==> config.mk <==
export PLATFORM = sky130hd
export DESIGN_NAME = arp_cache_table_core
export DESIGN_NICKNAME = d
export VERILOG_FILES = /design/src/sv/arp_ct_pkg.sv /design/src/sv/arp_ct_cam.sv /design/src/sv/arp_cache_table_core.sv
export SDC_FILE = /design/constraint.sdc
export NUM_CORES = 2
export LEC_CHECK = 0
export BUFFER_PORTS_ARGS = -buffer_cell sky130_fd_sc_hd__buf_2
export CORE_UTILIZATION = 36
export DETAILED_ROUTE_END_ITERATION = 12
export PLACE_DENSITY = 0.57
export SYNTH_ARGS = -nofsm -noshare
export SYNTH_HDL_FRONTEND = slang
export SYNTH_SLANG_ARGS = --single-unit
export TNS_END_PERCENT = 10
==> constraint.sdc <==
create_clock -name i_clk -period 18.51 [get_ports i_clk]
set_input_delay 0.9255 -clock i_clk [delete_from_list [all_inputs] [get_ports i_clk]]
set_output_delay 0.9255 -clock i_clk [all_outputs]
set_load 0.005 [all_outputs]
==> src/sv/arp_ct_pkg.sv <==
// Package for the ARP cache table: widths, request and status codes, limits.
package arp_ct_pkg;

    localparam int TABLE_DEPTH_DEF = 16;
    localparam int MAX_RESULTS     = 16;
    localparam int IP_W            = 32;
    localparam int MAC_W           = 48;
    localparam int REQ_W           = 3;
    localparam int STATUS_W        = 2;

    typedef enum logic [REQ_W-1:0] {
        REQ_ADD    = 3'd0,
        REQ_RM_IP  = 3'd1,
        REQ_RM_MAC = 3'd2,
        REQ_LOOKUP = 3'd3,
        REQ_LIST   = 3'd4
    } t_req_type;

    typedef enum logic [STATUS_W-1:0] {
        ST_OK        = 2'd0,
        ST_NOT_FOUND = 2'd1,
        ST_FULL      = 2'd2
    } t_status;

endpackage

==> src/sv/arp_ct_cam.sv <==
// Binding table: per-slot IP/MAC registers, parallel key compares, one-hot reads.
module arp_ct_cam #(
    parameter int DEPTH = arp_ct_pkg::TABLE_DEPTH_DEF
) (
    input  logic                         i_clk,
    input  logic                         i_rst_n,
    input  logic [arp_ct_pkg::IP_W-1:0]  i_ip_key,
    input  logic [arp_ct_pkg::MAC_W-1:0] i_mac_key,
    input  logic [DEPTH-1:0]             i_set_mask,   // claim slot, write IP
    input  logic [DEPTH-1:0]             i_macw_mask,  // write MAC
    input  logic [DEPTH-1:0]             i_clr_mask,   // release slot
    input  logic [DEPTH-1:0]             i_rd_ip_sel,  // one-hot or zero
    input  logic [DEPTH-1:0]             i_rd_mac_sel, // one-hot or zero
    output logic [DEPTH-1:0]             o_ip_match,
    output logic [DEPTH-1:0]             o_mac_match,
    output logic [DEPTH-1:0]             o_free,
    output logic [arp_ct_pkg::IP_W-1:0]  o_rd_ip,
    output logic [arp_ct_pkg::MAC_W-1:0] o_rd_mac
);
    import arp_ct_pkg::*;

    logic [DEPTH-1:0] r_valid;
    logic [IP_W-1:0]  r_ip  [DEPTH];
    logic [MAC_W-1:0] r_mac [DEPTH];

    always_ff @(posedge i_clk) begin
        if (!i_rst_n) begin
            r_valid <= '0;
        end else begin
            r_valid <= (r_valid & ~i_clr_mask) | i_set_mask;
        end
    end

    // Payload: no reset, only read where valid.
    always_ff @(posedge i_clk) begin
        for (int i = 0; i < DEPTH; i++) begin
            if (i_set_mask[i]) begin
                r_ip[i] <= i_ip_key;
            end
            if (i_macw_mask[i]) begin
                r_mac[i] <= i_mac_key;
            end
        end
    end

    always_comb begin
        o_rd_ip  = '0;
        o_rd_mac = '0;
        for (int i = 0; i < DEPTH; i++) begin
            o_ip_match[i]  = r_valid[i] && (r_ip[i] == i_ip_key);
            o_mac_match[i] = r_valid[i] && (r_mac[i] == i_mac_key);
            o_rd_ip        = o_rd_ip  | (r_ip[i]  & {IP_W{i_rd_ip_sel[i]}});
            o_rd_mac       = o_rd_mac | (r_mac[i] & {MAC_W{i_rd_mac_sel[i]}});
        end
    end

    assign o_free = ~r_valid;

endmodule

==> src/sv/arp_cache_table_core.sv <==
// ARP cache table top level: request register, request decode, result register.
//
//  channel  | signals                                   | dir | transfer
//  ---------+-------------------------------------------+-----+---------------------------
//  request  | i_req_type, i_ip_key, i_mac_key           | in  | start & !busy at clk edge
//  result   | o_status, o_mac_found, o_ip_found, o_last | out | o_valid, one cycle, no stall
//
// Flow: a request is taken into the request register, decoded against the table
// in the next cycle, and its result is registered and shown on the result ports
// in the cycle after. Add, remove, lookup and unknown codes go back to back.
// A list request keeps busy high from its transfer until its last result is
// registered: one result per cycle, max(1, min(matches, MAX_RESULTS)) results.
// Reset (i_rst_n low, synchronous) empties the table.
// The receiver cannot stall: every result is taken in the cycle it is shown.
module arp_cache_table_core #(
    parameter int TABLE_DEPTH = arp_ct_pkg::TABLE_DEPTH_DEF
) (
    input  logic                              i_clk,
    input  logic                              i_rst_n,
    input  logic                              start,
    output logic                              busy,
    input  logic [arp_ct_pkg::REQ_W-1:0]      i_req_type,
    input  logic [arp_ct_pkg::IP_W-1:0]       i_ip_key,
    input  logic [arp_ct_pkg::MAC_W-1:0]      i_mac_key,
    output logic                              o_valid,
    output logic [arp_ct_pkg::STATUS_W-1:0]   o_status,
    output logic [arp_ct_pkg::MAC_W-1:0]      o_mac_found,
    output logic [arp_ct_pkg::IP_W-1:0]       o_ip_found,
    output logic                              o_last
);
    import arp_ct_pkg::*;

    localparam int CNT_W = $clog2(MAX_RESULTS + 1);
    localparam logic [TABLE_DEPTH-1:0] ONE = TABLE_DEPTH'(1);

    // request register
    logic             r_req_vld;
    logic [REQ_W-1:0] r_req_type;
    logic [IP_W-1:0]  r_req_ip;
    logic [MAC_W-1:0] r_req_mac;

    // list walk state
    logic                   r_list_act, n_list_act;
    logic [TABLE_DEPTH-1:0] r_list_mask, n_list_mask;
    logic [CNT_W-1:0]       r_list_cnt, n_list_cnt;

    // result register
    logic                r_out_vld, n_out_vld;
    logic [STATUS_W-1:0] r_status, n_status;
    logic [MAC_W-1:0]    r_mac_found, n_mac_found;
    logic [IP_W-1:0]     r_ip_found, n_ip_found;
    logic                r_last, n_last;

    // table interface
    logic [TABLE_DEPTH-1:0] set_mask, macw_mask, clr_mask, rd_ip_sel, rd_mac_sel;
    logic [TABLE_DEPTH-1:0] ip_match, mac_match, free_mask;
    logic [IP_W-1:0]        rd_ip;
    logic [MAC_W-1:0]       rd_mac;

    logic [TABLE_DEPTH-1:0] free_low, match_low, list_low, rest;
    logic                   accept;

    // No transfer while a list request waits in the request register or is walking.
    assign busy   = (r_req_vld && (r_req_type == REQ_LIST)) || r_list_act;
    assign accept = start && !busy;

    always_ff @(posedge i_clk) begin
        if (!i_rst_n) begin
            r_req_vld <= 1'b0;
        end else begin
            r_req_vld <= accept;
        end
    end

    always_ff @(posedge i_clk) begin
        if (accept) begin
            r_req_type <= i_req_type;
            r_req_ip   <= i_ip_key;
            r_req_mac  <= i_mac_key;
        end
    end

    arp_ct_cam #(
        .DEPTH (TABLE_DEPTH)
    ) u_cam (
        .i_clk        (i_clk),
        .i_rst_n      (i_rst_n),
        .i_ip_key     (r_req_ip),
        .i_mac_key    (r_req_mac),
        .i_set_mask   (set_mask),
        .i_macw_mask  (macw_mask),
        .i_clr_mask   (clr_mask),
        .i_rd_ip_sel  (rd_ip_sel),
        .i_rd_mac_sel (rd_mac_sel),
        .o_ip_match   (ip_match),
        .o_mac_match  (mac_match),
        .o_free       (free_mask),
        .o_rd_ip      (rd_ip),
        .o_rd_mac     (rd_mac)
    );

    // lowest set bit, one-hot
    assign free_low  = free_mask   & (~free_mask   + ONE);
    assign match_low = mac_match   & (~mac_match   + ONE);
    assign list_low  = r_list_mask & (~r_list_mask + ONE);

    always_comb begin
        set_mask    = '0;
        macw_mask   = '0;
        clr_mask    = '0;
        rd_ip_sel   = '0;
        rd_mac_sel  = '0;
        rest        = '0;
        n_list_act  = r_list_act;
        n_list_mask = r_list_mask;
        n_list_cnt  = r_list_cnt;
        n_out_vld   = 1'b0;
        n_status    = ST_OK;
        n_mac_found = '0;
        n_ip_found  = '0;
        n_last      = 1'b1;

        if (r_list_act) begin
            // walk the remaining matches, lowest slot first
            rd_ip_sel   = list_low;
            rest        = r_list_mask & ~list_low;
            n_out_vld   = 1'b1;
            n_ip_found  = rd_ip;
            n_list_cnt  = r_list_cnt + CNT_W'(1);
            n_last      = (rest == '0) || (n_list_cnt == CNT_W'(MAX_RESULTS));
            n_list_mask = rest;
            n_list_act  = !n_last;
        end else if (r_req_vld) begin
            n_out_vld = 1'b1;
            unique case (r_req_type)
                REQ_ADD: begin
                    if (ip_match != '0) begin
                        macw_mask = ip_match;
                    end else if (free_mask != '0) begin
                        set_mask  = free_low;
                        macw_mask = free_low;
                    end else begin
                        n_status = ST_FULL;
                    end
                end
                REQ_RM_IP: begin
                    clr_mask = ip_match;
                    n_status = (ip_match != '0) ? ST_OK : ST_NOT_FOUND;
                end
                REQ_RM_MAC: begin
                    clr_mask = mac_match;
                    n_status = (mac_match != '0) ? ST_OK : ST_NOT_FOUND;
                end
                REQ_LOOKUP: begin
                    rd_mac_sel  = ip_match;     // at most one slot holds an IP
                    n_mac_found = rd_mac;
                    n_status    = (ip_match != '0) ? ST_OK : ST_NOT_FOUND;
                end
                REQ_LIST: begin
                    rd_ip_sel  = match_low;
                    rest       = mac_match & ~match_low;
                    n_ip_found = rd_ip;
                    if (mac_match == '0) begin
                        n_status = ST_NOT_FOUND;
                    end else begin
                        n_last      = (rest == '0) || (MAX_RESULTS == 1);
                        n_list_act  = !n_last;
                        n_list_mask = rest;
                        n_list_cnt  = CNT_W'(1);
                    end
                end
                default: begin
                    n_status = ST_NOT_FOUND;
                end
            endcase
        end
    end

    always_ff @(posedge i_clk) begin
        if (!i_rst_n) begin
            r_list_act <= 1'b0;
            r_out_vld  <= 1'b0;
        end else begin
            r_list_act <= n_list_act;
            r_out_vld  <= n_out_vld;
        end
    end

    always_ff @(posedge i_clk) begin
        r_list_mask <= n_list_mask;
        r_list_cnt  <= n_list_cnt;
        r_status    <= n_status;
        r_mac_found <= n_mac_found;
        r_ip_found  <= n_ip_found;
        r_last      <= n_last;
    end

    assign o_valid     = r_out_vld;
    assign o_status    = r_status;
    assign o_mac_found = r_mac_found;
    assign o_ip_found  = r_ip_found;
    assign o_last      = r_last;

`ifndef SYNTH
    // every accepted request shows its first result after the request and result registers
    a_req_result: assert property (@(posedge i_clk) disable iff (!i_rst_n)
        (start && !busy) |-> ##2 o_valid)
        else $error("accepted request produced no result");

    // list results are contiguous up to the final one
    a_list_burst: assert property (@(posedge i_clk) disable iff (!i_rst_n)
        (o_valid && !o_last) |=> o_valid)
        else $error("gap inside a list burst");

    // no transfer can sneak in while a list burst is still running
    a_list_busy: assert property (@(posedge i_clk) disable iff (!i_rst_n)
        (o_valid && !o_last) |-> busy)
        else $error("busy low during a list burst");

    // a full-table add is always a single, final result
    a_full_last: assert property (@(posedge i_clk) disable iff (!i_rst_n)
        (o_valid && (o_status == ST_FULL)) |-> (o_last && (o_ip_found == '0)))
        else $error("table-full result not final");
`endif

endmodule
After elaboration in Yosys (flattened, before gate mapping)

Memories as Yosys holds them, arrays and structs flattened.
Index checks and enable logic that the tools add are counted.

Output and inout bits: 85
Memories kept: 2
Word-level logic and storage cells: 356
Register bits: 206
Input port bits: 86
RAM bits: 1280

Memory list:

| memory      | depth | bits a word | read ports | clocked after memory_dff | wr ports | RTL line         | text |
|---|---|---|---|---|---|---|---|
| u_cam.r_mac | 16    | 48          | 16         | 0                        | 16       | arp_ct_cam.sv:24 | `logic [MAC_W-1:0] r_mac [DEPTH];` |
| u_cam.r_ip  | 16    | 32          | 16         | 0                        | 1        | arp_ct_cam.sv:23 | `logic [IP_W-1:0] r_ip [DEPTH];` |

Reductions and logical operators: 67
Multiplexer cells: 154
Add/subtract/negate cells: 4
Eq/ne operators: 38
Bitwise operators: 78

Operators by type and width:

| cell                                          | number |
|---|---|
| AND 48 bit                                    | 16 |
| == test 48 bit                                | 16 |
| bitwise OR 48 bit                             | 15 |
| two-way mux 32 bit                            | 18 |
| AND 32 bit                                    | 16 |
| == test 32 bit                                | 16 |
| bitwise OR 32 bit                             | 15 |
| OR reduction 32 bit                           | 15 |
| two-way mux 16 bit                            | 21 |
| inverter 16 bit                               | 7 |
| AND 16 bit                                    | 6 |
| two-way mux 1 bit                             | 92 |
| two-way mux 4 bit                             | 15 |
| adder 16 x 1 -> 16 bit, second input constant | 3 |
| zero test 16 bit                              | 3 |
| nonzero test 16 bit                           | 3 |
| logical AND 1 bit                             | 34 |
| one-hot mux 16 bit (2 select lines)           | 1 |
| two-way mux 5 bit                             | 4 |
| bitwise OR 16 bit                             | 1 |
| one-hot mux 2 bit (4 select lines)            | 1 |
| == test 3 x 2 -> 1 bit, second input constant | 2 |
| adder 5 x 1 -> 5 bit, second input constant   | 1 |
| == test 5 bit, second input constant          | 1 |
| 12 further kinds                              | 19 |

Logic depth before layout (Yosys ltp)

An unclocked memory read counts as a cell.

Depth after elaboration: 28
Depth in mapped cells: 15
Mapped depth without buffers: 10

Modules after synthesis

Synthesis repeated with hierarchy kept, for this count alone.

Cells, all modules: 4745
Area, all modules: 68055.3 um^2

Modules (own cells, without submodules):

| module               | area each (um^2) | cells an instance | sequential area each (um^2) | instances |
|---|---|---|---|---|
| arp_ct_cam           | 60760.8          | 4138              | 38757.2                     | 1 |
| arp_cache_table_core | 7294.5           | 607               | 4814.6                      | 1 |

Worst setup path after synthesis

OpenSTA, ideal clock, no wires.

Kind: flip-flop to flip-flop
Start point: register r_req_ip[26]
End point: memory u_cam.r_mac[10][4] (netlist: u_cam.r_mac[1][100]), enable pin
Buffers on the path: 2
Period minus slack after synthesis: 7.867 ns
Setup time: 0.464 ns
Path slack: 10.643 ns
Required time: 18.046 ns
Stages on the path, launching flop included: 12
Data arrival time: 7.403 ns
Cell sequence: edfxtp_1 clkbuf_1 buf_2 xor2_1 nor4_1 and3_1 nand3_1 nand4_1 nor4_1 nand2b_1 nor4b_1 o21bai_1

RTL lines:

| item                     | RTL line                   | text |
|---|---|---|
| start: declaration       | arp_cache_table_core.sv:39 | `logic [IP_W-1:0] r_req_ip;` |
| start signal: assignment | arp_cache_table_core.sv:78 | `r_req_ip <= i_ip_key;` |
| end: declaration         | arp_ct_cam.sv:24           |  |

Worst setup path in the final report

Start point: register r_req_mac[12]
End point: register r_ip_found[16] (netlist: o_ip_found[16])

Longest elaborated chain between the ends: 27
Elaborated cells on any way between the ends: 72
Those cells by class: add/sub (1); eq/ne (16); mux (6); bitwise (33); reduce/logical (16)

RTL lines:

| item                            | RTL line                    | text |
|---|---|---|
| start: declaration              | arp_cache_table_core.sv:40  | `logic [MAC_W-1:0] r_req_mac;` |
| start signal: assignment        | arp_cache_table_core.sv:79  | `r_req_mac <= i_mac_key;` |
| == test 48 bit                  | arp_ct_cam.sv:51            | `o_mac_match[i] = r_valid[i] && (r_mac[i] == i_mac_key);` |
| logical AND 1 bit               | arp_ct_cam.sv:51            |  |
| inverter 16 bit                 | arp_cache_table_core.sv:104 | `assign match_low = mac_match & (~mac_match + ONE);` |
| adder 16 x 1 -> 16 bit          | arp_cache_table_core.sv:104 |  |
| AND 16 bit *                    | arp_cache_table_core.sv:104 |  |
| two-way mux 16 bit *            | arp_cache_table_core.sv:135 | `unique case (r_req_type)` |
| two-way mux 16 bit *            | arp_cache_table_core.sv:133 | `end else if (r_req_vld) begin` |
| two-way mux 16 bit *            | arp_cache_table_core.sv:123 | `if (r_list_act) begin` |
| AND 32 bit                      | arp_ct_cam.sv:52            | `o_rd_ip = o_rd_ip \| (r_ip[i] & {IP_W{i_rd_ip_sel[i]}});` |
| bitwise OR 32 bit (14 in a row) | arp_ct_cam.sv:52            |  |
| bitwise OR 32 bit *             | arp_ct_cam.sv:52            |  |
| two-way mux 32 bit              | arp_cache_table_core.sv:135 |  |
| two-way mux 32 bit              | arp_cache_table_core.sv:133 |  |
| two-way mux 32 bit *            | arp_cache_table_core.sv:123 |  |
| via n_ip_found[16]              | arp_cache_table_core.sv:51  | `logic [IP_W-1:0] r_ip_found, n_ip_found;` |
| end signal: assignment          | arp_cache_table_core.sv:194 | `r_ip_found <= n_ip_found;` |
| end: declaration                | arp_cache_table_core.sv:51  |  |

The timed path passes the listed nets; every way through them passes the cells marked *.
A chain may end at the register's enable or synchronous reset.

==> metrics.log <==
[metrics] buffer cell driving the clock tree root: sky130_fd_sc_hd__clkbuf_16
[metrics] number of buffers on the longest clock path: 3
[metrics] Setup WS post-layout: 11.73 ns
[metrics] Max stage delay on crit path: 1.19 ns
[metrics] kind of critical path: reg2reg
[metrics] type of the tightest min-delay check: in2reg
[metrics] area share of the largest cell type after synthesis: 0.5807
[metrics] count of final hold-check violations: 0
[metrics] data arrival time of the critical path: 7.51 ns
[metrics] placeable core region: 197,400 sq um
[metrics] leakage dissipation: 26.87 nW
[metrics] RSZ-0062 raised after global routing: false
[metrics] violations in the final reports: max-capacitance violations, max-slew violations
[metrics] clock input transition at the sequential cells of the worst setup and hold paths: 0.06 ns
[metrics] critical path launch point type: flip-flop
[metrics] post-placement worst setup slack: 12.36 ns
[metrics] gr ovfl total: 0
[metrics] end of the worst register-to-register path: o_ip_found[16]
[metrics] clock latency on the worst-skew pair: 0.90 ns
[metrics] number of different library cells in the post-synthesis netlist: 86
[metrics] R2R setup slack: 11.73 ns
[metrics] IO buf count: 170
[metrics] Synthesized Nets: 5,483
[metrics] number of flops mapped to enable cells by yosys: 1,383
[metrics] logic depth of the worst register-to-register path: 11
[metrics] count of vias placed by the detailed router: 58,120
[metrics] Comb pwr share: 0.072
[metrics] I/O pin total: 171
[metrics] number of warnings printed during yosys synthesis: 0
[metrics] # DRC: 0
[metrics] clock group share of total power: 0.463
[metrics] cells along the critical path: buf_4 > xnor2_1 > nand4_1 > nor4_1 > nand4_1 > o2111ai_1 > nor3_1 > nand3_1 > nand2_1 > a222oi_1 > nand3_1
[metrics] post-cts sizing count: 0
[metrics] net switching fraction of the power: 0.2538
[metrics] Vert. Die Dim: 447.7 um
[metrics] worst-path cell with the longest stage delay: sky130_fd_sc_hd__nor4_1
[metrics] portion of the post-synthesis area used by sequential elements: 0.6092
[metrics] TritonCTS Buffers: 174
[metrics] routed wire length: 435,200 um
[metrics] initial core utilization: 0.3623
[metrics] sum of net half-perimeters after detailed placement: 326,600 um
[metrics] Iter 0 DRT Violations: 11,950
[metrics] Flop pwr share: 0.464
[metrics] largest area contributor in the synthesized netlist: sky130_fd_sc_hd__edfxtp_1
[metrics] post-DR vias/cell: 6.853
[metrics] end point of the worst hold path: r_req_mac[38]
[metrics] startpoint of the lowest-slack register-to-register path: r_req_mac[12]
[metrics] vias in the first global route: 52,210
[metrics] average size of a mapped cell: 13.26 sq um
[metrics] maximum number of pins on one net before global-route repair: 41
[metrics] clock sink count: 1,485
[metrics] P&R area growth vs syn: 15.83%
[metrics] share of cells above drive strength 1: 0.1400
[metrics] nature of the critical path endpoint: flip-flop
[metrics] Psw: 2.016 mW
[metrics] maximum clock skew at final layout: 0.06247 ns
[metrics] CTS tree: done
[metrics] Post-CTS Setup Repair Bufs: 0
[metrics] primary flip-flop cell chosen by synthesis mapping: sky130_fd_sc_hd__edfxtp_1
[metrics] total iterations of the first detailed-routing run: 9
[metrics] relative max-transition margin: -0.06447
[metrics] Die Footprint: 200,400 sq um
[metrics] Hold Buf Count CTS: 0
[metrics] final weighted congestion of routability-driven global placement: 1.167
[metrics] final clock period utilization by the worst path: 0.3661
[metrics] GR Util All Layers: 0.4263
[metrics] initial antenna violation count: 51
[metrics] post-route ant nets: 0
[metrics] routed wire length per instance: 51.32 um
[metrics] data required time at the worst endpoint: 19.24 ns
[metrics] Syn Std Cell Area: 71,520 sq um
[metrics] critical-path maximum fanout: 34
[metrics] total count of max-transition violations in the final report: 11
[metrics] Hold Crit Depth: 1
[metrics] H-tree depth reported by CTS: 4
[metrics] setup violation total in the final timing report: 0
[metrics] die span in x: 447.7 um
[metrics] # Max-Cap Violations: 4
[metrics] Final Critical Period: 6.776 ns
[metrics] Post-layout nets: 5,749
[metrics] Post-Synthesis Cells: 5,395
[metrics] outcome: finished, violations left
[metrics] PwrDens: 95.89 nW/um^2
[metrics] setup TNS: 0 ns
[metrics] count of state elements after synthesis: 1,485
[metrics] peak supply drop: 0.0001020 V
[metrics] number of filler instances in the final layout: 18,480
[metrics] Area contributors post-synth: sky130_fd_sc_hd__edfxtp_1 (58%), sky130_fd_sc_hd__xor2_1 (7.7%), sky130_fd_sc_hd__xnor2_1 (7.3%), sky130_fd_sc_hd__a221oi_1 (2.9%), sky130_fd_sc_hd__dfxtp_1 (2.9%)
[metrics] achievable clock frequency: 147.6 MHz
[metrics] share of flip-flops with an asynchronous set or reset after synthesis: 0
[metrics] internal power summed over all cells: 5.928 mW
[metrics] row count: 163
[metrics] Worst Min Path Start: i_mac_key[38]
[metrics] slew at the pin with the worst max-slew slack: 1.591 ns
[metrics] global-route wire length before repair: 551,100 um
[sequential cells by signal, indices dropped and copies added (netlist names), 2 cells and up]
| register | cells |
|---|---|
| u_cam.r_mac | 768 |
| u_cam.r_ip | 512 |
| o_mac_found | 48 |
| r_req_mac | 48 |
| o_ip_found | 32 |
| r_req_ip | 32 |
| u_cam.r_valid | 16 |
| r_list_mask | 15 |
| r_list_cnt | 5 |
| r_req_type | 3 |
| o_status | 2 |
[synth_stat cells (13+ instances only)]
cell / number
sky130_fd_sc_hd__edfxtp_1: 1383
sky130_fd_sc_hd__xor2_1: 629
sky130_fd_sc_hd__xnor2_1: 593
sky130_fd_sc_hd__nand4_1: 308
sky130_fd_sc_hd__nor4_1: 245
sky130_fd_sc_hd__a221oi_1: 235
sky130_fd_sc_hd__a22o_1: 224
sky130_fd_sc_hd__clkbuf_1: 180
sky130_fd_sc_hd__nand3_1: 161
sky130_fd_sc_hd__nand2_1: 158
sky130_fd_sc_hd__buf_2: 134
sky130_fd_sc_hd__dfxtp_1: 102
sky130_fd_sc_hd__nand2b_1: 102
sky130_fd_sc_hd__nor2_1: 91
sky130_fd_sc_hd__nor3_1: 79
sky130_fd_sc_hd__o21ai_0: 79
sky130_fd_sc_hd__inv_1: 70
sky130_fd_sc_hd__a222oi_1: 55
sky130_fd_sc_hd__a22oi_1: 49
sky130_fd_sc_hd__a221o_1: 38
sky130_fd_sc_hd__a21oi_1: 36
sky130_fd_sc_hd__or3_1: 28
sky130_fd_sc_hd__a21boi_0: 27
sky130_fd_sc_hd__or4_1: 27
sky130_fd_sc_hd__o211ai_1: 22
sky130_fd_sc_hd__and3_1: 21
sky130_fd_sc_hd__nor2b_1: 21
sky130_fd_sc_hd__nor4b_1: 19
sky130_fd_sc_hd__o2111ai_1: 19
sky130_fd_sc_hd__nand4b_1: 18
sky130_fd_sc_hd__buf_1: 15
sky130_fd_sc_hd__o22ai_1: 15
sky130_fd_sc_hd__and4_1: 14
sky130_fd_sc_hd__a2111oi_0: 13
sky130_fd_sc_hd__or2_2: 13
[cells in the final DEF, fill, tap and decap left out, drive strengths merged, types with 91 or more instances in the layout]
cell and instances:
nor4 246, xor2 630, edfxtp 1383, nor2 91, a221oi 235, a22o 224, nand2 159, nand4 308
nand3 161, buf 426, clkbuf 239, xnor2 593, dfxtp 102, nand2b 102
[layout make-up]
| cell class | instances | area, sq um | share of cell area |
|---|---|---|---|
| clock buffer | 239 | 4810 | 0.05806 |
| timing repair buffer | 426 | 2773 | 0.03347 |
| clock inverter | 83 | 1127 | 0.01361 |
| antenna | 34 | 85.08 | 0.001027 |
| tap | 2640 | 3303 | 0.03987 |
| inverter | 71 | 266.5 | 0.003217 |
| sequential | 1485 | 43570 | 0.5260 |
| multi-input combinational | 3503 | 26900 | 0.3248 |
[worst max-delay path by stage]
stage,endpoint,slack (ns),depth (start not counted),start
floorplan,u_cam.r_mac[1][100],10.64,11,r_req_ip[26]
global placement,o_ip_found[25],12.41,11,r_req_mac[33]
detailed placement,o_ip_found[16],12.36,11,r_req_mac[33]
CTS,o_ip_found[16],12.25,11,r_req_mac[33]
global route,o_ip_found[27],11.95,11,r_req_mac[33]
finish,o_ip_found[16],11.73,11,r_req_mac[12]
[power by group through the flow]
stage	combinational [mW]	clock, mW	sequential, mW
final	0.574	3.68	3.69
after global routing	0.558	3.80	3.69
after CTS	0.539	3.69	3.69
after detailed placement	0.537	0	3.76
after global placement	0.543	0	3.76
after floorplan	0.219	0	3.78
[logic make-up (layout without fill, tap and decap cells)]
group | Yosys count | in the layout | synth area share
DFF | 1485 | 1485 | 0.6092
other | 0 | 34 | 0
AOI/OAI and AO/OA | 902 | 902 | 0.1040
xor gates and xnor gates | 1223 | 1223 | 0.1499
and+or+nand+nor | 1372 | 1372 | 0.1116
adders and majority gates | 6 | 6 | 0.0009097
buffers and inverters | 407 | 819 | 0.02435
[routing by layer]
| layer | share of wire | vias up | routed length (um) | GRT usage |
|---|---|---|---|---|
| li1 | - | 21720 | - | - |
| met1 | 0.36 | 29820 | 158200 | 0.5338 |
| met2 | 0.41 | 5375 | 180200 | 0.6082 |
| met3 | 0.12 | 1171 | 54000 | 0.1294 |
| met4 | 0.098 | 30 | 42550 | 0.3390 |
| met5 | 0.00047 | - | 203 | 0 |
[through the flow]
step	power, mW	area, sq um	utilization	hold slack (ns)	instances
after global placement	4.302	76760	0.3888	0.4944	8124
final	7.944	82840	0.4196	0.2027	8481
after floorplan	3.999	71520	-	0.4623	5395
after detailed placement	4.297	76770	0.3889	0.4962	8125
after global routing	8.049	82770	0.4193	0.2035	8453
after CTS	7.912	82710	0.4189	0.1660	8447
[worst max-delay path: cells and delay by family (launching register included)]
kind | cells | cell delay, ns
AOI/OAI and AO/OA | 2 | 1.32
xor gates and xnor gates | 1 | 0.75
buffers and inverters | 1 | 0.28
DFF | 1 | 0.36
and+or+nand+nor | 7 | 3.85
No activity file was read; power rests on OpenSTA's default activity.
